$ cat config.mk
export PLATFORM = sky130hd
export DESIGN_NAME = directed_cycle_detect
export DESIGN_NICKNAME = d
export VERILOG_FILES = /design/src/rtl/dcd_pkg.sv /design/src/rtl/dcd_adj_store.sv /design/src/rtl/dcd_walker.sv /design/src/rtl/directed_cycle_detect.sv
export SDC_FILE = /design/constraint.sdc
export NUM_CORES = 1
export LEC_CHECK = 0
export BUFFER_PORTS_ARGS = -buffer_cell sky130_fd_sc_hd__buf_2
export CAP_MARGIN = 20
export CORE_MARGIN = 1.5
export CORE_UTILIZATION = 47
export CTS_CLUSTER_DIAMETER = 40
export DETAILED_ROUTE_END_ITERATION = 12
export PLACE_DENSITY = 0.7
export SKIP_CTS_REPAIR_TIMING = 1
export SYNTH_ARGS = -nofsm -noshare
export SYNTH_HDL_FRONTEND = slang
export SYNTH_HIERARCHICAL = 1
export SYNTH_SLANG_ARGS = --single-unit
export TNS_END_PERCENT = 10
$ cat constraint.sdc
create_clock -name clk_i -period 8.19 [get_ports clk_i]
set_clock_uncertainty 0.05 [all_clocks]
set_input_delay 1.2285 -clock clk_i [delete_from_list [all_inputs] [get_ports clk_i]]
set_output_delay 1.2285 -clock clk_i [all_outputs]
set_load 0.02 [all_outputs]
$ cat src/rtl/dcd_pkg.sv
package dcd_pkg;

  // Fixed widths of the request and register fields.
  localparam int unsigned ROW_W     = 16;
  localparam int unsigned ROW_IDX_W = 4;
  localparam int unsigned CNT_IN_W  = 5;

  // Node count after reset.
  localparam logic [CNT_IN_W-1:0] NODE_COUNT_RESET = 5'd16;

  // Commands from the top level to the search sequencer.
  typedef struct packed {
    logic start;  // last row accepted, begin the search
    logic take;   // output register can take a result
  } walk_ctl_t;

  // Status of the search sequencer.
  typedef struct packed {
    logic idle;
    logic done;
    logic has_cycle;
  } walk_stat_t;

endpackage

$ cat src/rtl/dcd_adj_store.sv
module dcd_adj_store #(
  parameter int unsigned MAX_NODES = 16
) (
  input  logic                            clk_i,
  input  logic                            wr_i,
  input  logic [dcd_pkg::ROW_IDX_W-1:0]   row_index_i,
  input  logic [dcd_pkg::ROW_W-1:0]       row_edges_i,
  input  logic                            rd_i,
  input  logic [$clog2(MAX_NODES)-1:0]    rd_addr_i,
  output logic [dcd_pkg::ROW_W-1:0]       rd_data_o
);

  localparam int unsigned NODE_W = $clog2(MAX_NODES);
  localparam int unsigned CMP_W  = 7;

  logic [dcd_pkg::ROW_W-1:0] mem [MAX_NODES];
  logic [dcd_pkg::ROW_W-1:0] rd_data_q;
  logic                      row_in_range;

  // Rows at or above the node capacity are dropped.
  assign row_in_range = CMP_W'(row_index_i) < CMP_W'(MAX_NODES);

  // Adjacency memory: one write port from the input, one registered read port.
  always_ff @(posedge clk_i) begin
    if (wr_i && row_in_range) begin
      mem[NODE_W'(row_index_i)] <= row_edges_i;
    end
    if (rd_i) begin
      rd_data_q <= mem[rd_addr_i];
    end
  end

  assign rd_data_o = rd_data_q;

endmodule

$ cat src/rtl/dcd_walker.sv
module dcd_walker #(
  parameter int unsigned MAX_NODES = 16
) (
  input  logic                              clk_i,
  input  logic                              rst_ni,
  input  dcd_pkg::walk_ctl_t                ctl_i,
  input  logic [dcd_pkg::CNT_IN_W-1:0]      node_count_i,
  output logic                              adj_rd_o,
  output logic [$clog2(MAX_NODES)-1:0]      adj_addr_o,
  input  logic [dcd_pkg::ROW_W-1:0]         adj_data_i,
  output dcd_pkg::walk_stat_t               stat_o
);

  localparam int unsigned NODE_W  = $clog2(MAX_NODES);
  localparam int unsigned CNT_W   = $clog2(MAX_NODES + 1);
  localparam int unsigned CMP_W   = ((CNT_W > dcd_pkg::CNT_IN_W) ? CNT_W : dcd_pkg::CNT_IN_W) + 1;
  localparam int unsigned ENTRY_W = NODE_W + CNT_W + dcd_pkg::ROW_W;

  localparam logic [2:0] S_IDLE   = 3'd0;
  localparam logic [2:0] S_START  = 3'd1;
  localparam logic [2:0] S_FETCH  = 3'd2;
  localparam logic [2:0] S_SCAN   = 3'd3;
  localparam logic [2:0] S_POP    = 3'd4;
  localparam logic [2:0] S_RESULT = 3'd5;

  logic [2:0]                state_q, state_d;
  logic [CNT_W-1:0]          start_q, start_d;
  logic [CNT_W-1:0]          n_q, n_d;
  logic [CNT_W-1:0]          k_q, k_d;
  logic [CNT_W-1:0]          depth_q, depth_d;
  logic [NODE_W-1:0]         u_q, u_d;
  logic [dcd_pkg::ROW_W-1:0] row_q, row_d;
  logic [MAX_NODES-1:0]      grey_q, grey_d;
  logic [MAX_NODES-1:0]      black_q, black_d;
  logic                      cycle_q, cycle_d;

  logic [CNT_W-1:0]          n_c;
  logic [CMP_W-1:0]          k_ext;
  logic                      edge_c;
  logic [NODE_W-1:0]         k_node;
  logic [NODE_W-1:0]         start_node;
  logic [CNT_W-1:0]          depth_m1;
  logic [CNT_W-1:0]          depth_m2;
  logic [CNT_W-1:0]          k_inc;

  logic                      st_we, st_re;
  logic [NODE_W-1:0]         st_waddr, st_raddr;
  logic [ENTRY_W-1:0]        st_wdata;
  logic [ENTRY_W-1:0]        st_rdata_q;
  logic [ENTRY_W-1:0]        stack_mem [MAX_NODES];

  // Node count clamped to the capacity.
  always_comb begin
    if (CMP_W'(node_count_i) > CMP_W'(MAX_NODES)) begin
      n_c = CNT_W'(MAX_NODES);
    end else begin
      n_c = CNT_W'(node_count_i);
    end
  end

  // Edge test on the cached row of the node on top of the stack.
  assign k_ext      = CMP_W'(k_q);
  assign edge_c     = (k_ext < CMP_W'(dcd_pkg::ROW_W)) && row_q[k_ext[3:0]];
  assign k_node     = k_q[NODE_W-1:0];
  assign start_node = start_q[NODE_W-1:0];
  assign depth_m1   = depth_q - CNT_W'(1);
  assign depth_m2   = depth_q - CNT_W'(2);
  assign k_inc      = k_q + CNT_W'(1);

  // Search sequencer. The top of the stack lives in registers; the entries
  // below it live in the stack memory together with their cached rows.
  always_comb begin
    state_d    = state_q;
    start_d    = start_q;
    n_d        = n_q;
    k_d        = k_q;
    depth_d    = depth_q;
    u_d        = u_q;
    row_d      = row_q;
    grey_d     = grey_q;
    black_d    = black_q;
    cycle_d    = cycle_q;
    adj_rd_o   = 1'b0;
    adj_addr_o = k_node;
    st_we      = 1'b0;
    st_waddr   = depth_m1[NODE_W-1:0];
    st_wdata   = {u_q, k_inc, row_q};
    st_re      = 1'b0;
    st_raddr   = depth_m2[NODE_W-1:0];

    unique case (state_q)
      S_IDLE: begin
        if (ctl_i.start) begin
          start_d = '0;
          n_d     = n_c;
          depth_d = '0;
          grey_d  = '0;
          black_d = '0;
          cycle_d = 1'b0;
          state_d = S_START;
        end
      end

      S_START: begin
        if (start_q >= n_q) begin
          cycle_d = 1'b0;
          state_d = S_RESULT;
        end else if (grey_q[start_node] || black_q[start_node]) begin
          start_d = start_q + CNT_W'(1);
        end else begin
          grey_d[start_node] = 1'b1;
          u_d        = start_node;
          k_d        = '0;
          depth_d    = CNT_W'(1);
          adj_rd_o   = 1'b1;
          adj_addr_o = start_node;
          state_d    = S_FETCH;
        end
      end

      S_FETCH: begin
        row_d   = adj_data_i;
        state_d = S_SCAN;
      end

      S_SCAN: begin
        if (k_q >= n_q) begin
          // All edges of the top node checked: it turns black.
          grey_d[u_q]  = 1'b0;
          black_d[u_q] = 1'b1;
          depth_d      = depth_m1;
          if (depth_q == CNT_W'(1)) begin
            start_d = start_q + CNT_W'(1);
            state_d = S_START;
          end else begin
            st_re   = 1'b1;
            state_d = S_POP;
          end
        end else begin
          k_d = k_inc;
          if (edge_c && !black_q[k_node]) begin
            if (grey_q[k_node] || (depth_q >= CNT_W'(MAX_NODES))) begin
              // Back edge to a node on the walk.
              cycle_d = 1'b1;
              depth_d = '0;
              state_d = S_RESULT;
            end else begin
              // Descend: save the current top and fetch the new node's row.
              st_we          = 1'b1;
              grey_d[k_node] = 1'b1;
              u_d            = k_node;
              k_d            = '0;
              depth_d        = depth_q + CNT_W'(1);
              adj_rd_o       = 1'b1;
              state_d        = S_FETCH;
            end
          end
        end
      end

      S_POP: begin
        u_d     = st_rdata_q[ENTRY_W-1 -: NODE_W];
        k_d     = st_rdata_q[dcd_pkg::ROW_W +: CNT_W];
        row_d   = st_rdata_q[dcd_pkg::ROW_W-1:0];
        state_d = S_SCAN;
      end

      S_RESULT: begin
        if (ctl_i.take) begin
          depth_d = '0;
          state_d = S_IDLE;
        end
      end

      default: begin
        state_d = S_IDLE;
      end
    endcase
  end

  // Control registers.
  always_ff @(posedge clk_i or negedge rst_ni) begin
    if (!rst_ni) begin
      state_q <= S_IDLE;
      depth_q <= '0;
      cycle_q <= 1'b0;
      grey_q  <= '0;
      black_q <= '0;
    end else begin
      state_q <= state_d;
      depth_q <= depth_d;
      cycle_q <= cycle_d;
      grey_q  <= grey_d;
      black_q <= black_d;
    end
  end

  // Walk registers.
  always_ff @(posedge clk_i) begin
    start_q <= start_d;
    n_q     <= n_d;
    k_q     <= k_d;
    u_q     <= u_d;
    row_q   <= row_d;
  end

  // Stack memory with a registered read port.
  always_ff @(posedge clk_i) begin
    if (st_we) begin
      stack_mem[st_waddr] <= st_wdata;
    end
    if (st_re) begin
      st_rdata_q <= stack_mem[st_raddr];
    end
  end

  assign stat_o.idle      = (state_q == S_IDLE);
  assign stat_o.done      = (state_q == S_RESULT);
  assign stat_o.has_cycle = cycle_q;

endmodule

$ cat src/rtl/directed_cycle_detect.sv
// Directed cycle detector: row requests are taken back to back while the sequencer is idle.
// The last row starts a depth-first search over the N nodes in use: row fetches, edge checks,
// descents and returns through the stack and start-node steps, ending in a result state;
// the result then passes to the output register.
// Reset clears the sequencer, the node colors and the output register and sets
// the node count to 16; adjacency rows are kept undefined until written.
module directed_cycle_detect #(
  parameter int unsigned MAX_NODES = 16
) (
  input  logic                          clk_i,
  input  logic                          rst_ni,
  input  logic                          cfg_valid_i,
  output logic                          cfg_ready_o,
  input  logic [dcd_pkg::CNT_IN_W-1:0]  cfg_node_count_i,
  input  logic                          in_valid_i,
  output logic                          in_ready_o,
  input  logic [dcd_pkg::ROW_IDX_W-1:0] row_index_i,
  input  logic [dcd_pkg::ROW_W-1:0]     row_edges_i,
  input  logic                          last_row_i,
  output logic                          out_valid_o,
  input  logic                          out_ready_i,
  output logic                          has_cycle_o
);

  localparam int unsigned NODE_W = $clog2(MAX_NODES);

  logic [dcd_pkg::CNT_IN_W-1:0] node_count_q;
  logic                         out_valid_q;
  logic                         has_cycle_q;
  logic                         in_accept;
  dcd_pkg::walk_ctl_t           ctl;
  dcd_pkg::walk_stat_t          stat;
  logic                         adj_rd;
  logic [NODE_W-1:0]            adj_addr;
  logic [dcd_pkg::ROW_W-1:0]    adj_data;

  // Node count register.
  assign cfg_ready_o = 1'b1;

  always_ff @(posedge clk_i or negedge rst_ni) begin
    if (!rst_ni) begin
      node_count_q <= dcd_pkg::NODE_COUNT_RESET;
    end else if (cfg_valid_i) begin
      node_count_q <= cfg_node_count_i;
    end
  end

  // Row requests are taken only while the sequencer is idle, not while it searches or holds a result.
  assign in_ready_o = stat.idle;
  assign in_accept  = in_valid_i && in_ready_o;
  assign ctl.start  = in_accept && last_row_i;
  assign ctl.take   = !out_valid_q || out_ready_i;

  dcd_adj_store #(
    .MAX_NODES (MAX_NODES)
  ) u_adj (
    .clk_i       (clk_i),
    .wr_i        (in_accept),
    .row_index_i (row_index_i),
    .row_edges_i (row_edges_i),
    .rd_i        (adj_rd),
    .rd_addr_i   (adj_addr),
    .rd_data_o   (adj_data)
  );

  dcd_walker #(
    .MAX_NODES (MAX_NODES)
  ) u_walker (
    .clk_i        (clk_i),
    .rst_ni       (rst_ni),
    .ctl_i        (ctl),
    .node_count_i (node_count_q),
    .adj_rd_o     (adj_rd),
    .adj_addr_o   (adj_addr),
    .adj_data_i   (adj_data),
    .stat_o       (stat)
  );

  // Output register.
  always_ff @(posedge clk_i or negedge rst_ni) begin
    if (!rst_ni) begin
      out_valid_q <= 1'b0;
    end else if (stat.done && ctl.take) begin
      out_valid_q <= 1'b1;
    end else if (out_ready_i) begin
      out_valid_q <= 1'b0;
    end
  end

  always_ff @(posedge clk_i) begin
    if (stat.done && ctl.take) begin
      has_cycle_q <= stat.has_cycle;
    end
  end

  assign out_valid_o = out_valid_q;
  assign has_cycle_o = has_cycle_q;

endmodule

==> results.cfg <==
[cts]
cts_tree = yes
clk_pin_slew_ns = 0.06
root_buffer = clkbuf_16
clk_path_buf_depth = 3
htreeDepth = 3
clk_latency_ns = 0.66
numCtsBuffers = 102
clock-sinks = 780

[cells_and_area]
area_delta_synth_final_pct = 15.56
utilization_pct = 55.16
layout.nets = 1755
drive_gt1_share_pct = 28.16
fin_cells = 2650
multi_input_area_mm2 = 0.008064
regArea_mm2 = 0.02320
antenna_cells = 0
fillers = 4922

[timing]
period_needed_ns = 5.121
hold_viol_final = 0
max-slew-margin-rel_pct = 28.40
grt_setup_unrepaired = false
min_period_over_period_pct = 62.53
report.final.slew_viol_count = 0
setup_viol = 0
tns_ns = 0
tightest_slew_ns = 1.074
worst_slack_ns = 3.069
max_freq_mhz = 195.3

[critical_path]
required_ns = 8.45
cp-end-kind = register
cp.arrival_ns = 5.38
path_class = reg -> reg
critPathLaunchType = register
critPathMaxFanout = 20

[grt]
grt_pass1_wl_mm = 106.3
grt_pass1_vias = 16540
grt_util_all_layers_pct = 20.83
grt_antenna_before_repair = 1
grt-ovfl-total = 0
grt_max_degree = 65

[power_and_ir_drop]
p_leak_uw = 0.01207
p_total_uw = 14090
p_per_area_mw_per_mm2 = 385.8
peakVddDrop_uv = 350.2

[routing]
routed_wl_mm = 70.86
drc = 0
post_drt_wl_per_cell_um = 26.74
wl_met2_mm = 35.16
vias = 16040
wl_met3_mm = 5.516
top_layer = met5
vias_per_cell = 6.053
drt-pass1-iter-count = 5
final_antenna_net_count = 0
drtIter0Drc = 1526
wl_met1_mm = 28.40

[synth]
ys.flop_type = edfxtp_1
syn_area_mm2 = 0.03161
synth_edf_count = 733
synthArstFlopShare_pct = 6.026
seq_area_frac_synth_pct = 73.36
syn_nets = 1662
yosysWarnings = 6
synthCells = 1604
ys_ff_latch = 780
syn_avg_cell_area_um2 = 19.71
synth.distinct_cells = 70

[run]
drv_cap = 0

[placed_design]
gp_congestion = 0.9151
place_ws_ns = 2.833
placed_cells = 2456
portBuffers = 33
dp_hpwl_mm = 40.86

[outcome]
status = complete, no violations

[die]
fp.dieH_um = 262.3
die_w_um = 262.3
core_mm2 = 0.06622
num_rows = 94
initial_core_util_pct = 47.74
dieArea_mm2 = 0.06882
io_pins = 35

[worst_hold_path]
min_path_type = reg -> reg
-- synthesized netlist by cell type (all sizes together) (4+ instances only) --
cell type,instances,area share (%)
a211oi,5,0.13
a21o,7,0.17
a21oi,26,0.41
a22oi,41,0.97
a311oi,4,0.17
a31oi,17,0.34
and2,13,0.26
and3,5,0.10
and4,8,0.22
and4b,8,0.25
buf,29,0.57
clkbuf,55,0.68
dfrtp,46,3.6
edfxtp,733,70
ha,27,1.1
inv,21,0.25
mux2,24,0.95
mux2i,14,0.44
mux4,198,14
nand2,108,1.3
nand2b,12,0.24
nand3,9,0.14
nor2,63,0.76
nor2b,16,0.32
nor3,14,0.24
nor4,4,0.079
o211ai,11,0.26
o21ai,21,0.33
o311ai,10,0.28
or2,5,0.099
xnor2,7,0.19
xor2,7,0.19
-- routing by layer --
| layer | track usage [%] | up-vias |
|---|---|---|
| met5 | 0 | - |
| met4 | 6.207 | 2 |
| met3 | 4.357 | 133 |
| met2 | 34.21 | 702 |
| met1 | 28.27 | 8388 |
| li1 | - | 6816 |
-- state kept, by name (all words and copies together) (netlist names) --
register / flops
has_cycle_o: 1
node_count_q: 5
out_valid_o: 1
u_adj/mem: 256
u_adj/rd_data_o: 16
u_walker/black_q: 16
u_walker/cycle_q: 1
u_walker/depth_q: 5
u_walker/grey_q: 16
u_walker/k_q: 5
u_walker/n_q: 5
u_walker/row_q: 16
u_walker/st_rdata_q: 25
u_walker/stack_mem: 400
u_walker/start_q: 5
u_walker/state_q: 3
u_walker/u_q: 4
-- path summary, 6_finish.rpt --
path | from | end | slack, ns | cells past startpoint
worst max register to register | u_walker/k_q[0] | u_walker/stack_mem[5][19] | 3.07 | 8
worst min register to register | node_count_q[0] | node_count_q[0] | 0.46 | 1
worst max-delay path | u_walker/k_q[0] | u_walker/stack_mem[5][19] | 3.07 | 8
min in group asynchronous | rst_ni | u_walker/grey_q[10] | 0.65 | 2
worst min-delay path | node_count_q[0] | node_count_q[0] | 0.46 | 1
max in group asynchronous | rst_ni | u_walker/depth_q[0] | 6.95 | 2
-- cells by family after synthesis --
| family | Yosys count | synth area share, % |
|---|---|---|
| other | 1 | 0.01186 |
| adders and majority gates | 27 | 1.069 |
| xor gates and xnor gates | 14 | 0.3879 |
| buffers and inverters | 105 | 1.508 |
| AOI/OAI and AO/OA | 164 | 3.681 |
| and+or+nand+nor | 277 | 4.330 |
| muxes | 236 | 15.65 |
| DFF | 780 | 73.36 |
-- cells in the final DEF, fill, tap and decap left out, types with 7 or more instances in the layout --
cell type   instances
a22oi_1            41
mux4_1             13
and2_1             13
a21o_1              7
buf_4              39
mux4_2            185
clkinv_4           10
dfrtp_1            44
nand2_1           108
mux2_4              8
o311ai_0           10
nor2_1             49
nand3_1             9
inv_1              21
clkinvlp_4         14
nand2b_1           12
buf_2              33
bufinv_16          15
a31oi_1            17
inv_6              14
mux2_2             15
nor2_2             14
xnor2_1             7
clkbuf_1           13
o21ai_0            19
nor2b_1            16
clkinv_2            8
mux2i_1            14
ha_1               27
nor3_1              8
a21oi_1            26
o211ai_1           11
clkbuf_16         102
edfxtp_1          733
and4b_2             8
-- critical path, cell delays in order (launching register included) --
cell	delay (ns)
edfxtp_1	0.97
inv_1	0.64
ha_1	0.46
nor2b_1	0.13
o22a_1	0.32
nand2_1	0.24
nor3_2	0.71
and4_1	0.82
buf_4	0.39
-- where the power goes --
| group | leakage [uW] | switching (uW) | internal, uW | total [uW] |
|---|---|---|---|---|
| combinational | 0.00314 | 2120 | 1810 | 3930 |
| sequential | 0.00721 | 530 | 5030 | 5560 |
| clock | 0.00172 | 1770 | 2830 | 4600 |
-- through the flow --
stage | area [um2] | hold slack, ns
2_1_floorplan | 31610 | 0.4113
3_3_place_gp | 32880 | 0.4399
3_5_place_dp | 32880 | 0.4446
4_1_cts | 36500 | 0.4600
5_1_grt | 36530 | 0.4728
6_report | 36530 | 0.4554
-- final cells by class --
| type | instances | area share (%) |
|---|---|---|
| multi-input combinational | 719 | 22.08 |
| inverter | 21 | 0.2158 |
| clock inverter | 77 | 2.757 |
| timing repair buffer | 73 | 1.329 |
| sequential | 780 | 63.50 |
| tap | 864 | 2.960 |
| clock buffer | 116 | 7.159 |
No activity file was read; power rests on OpenSTA's default activity.
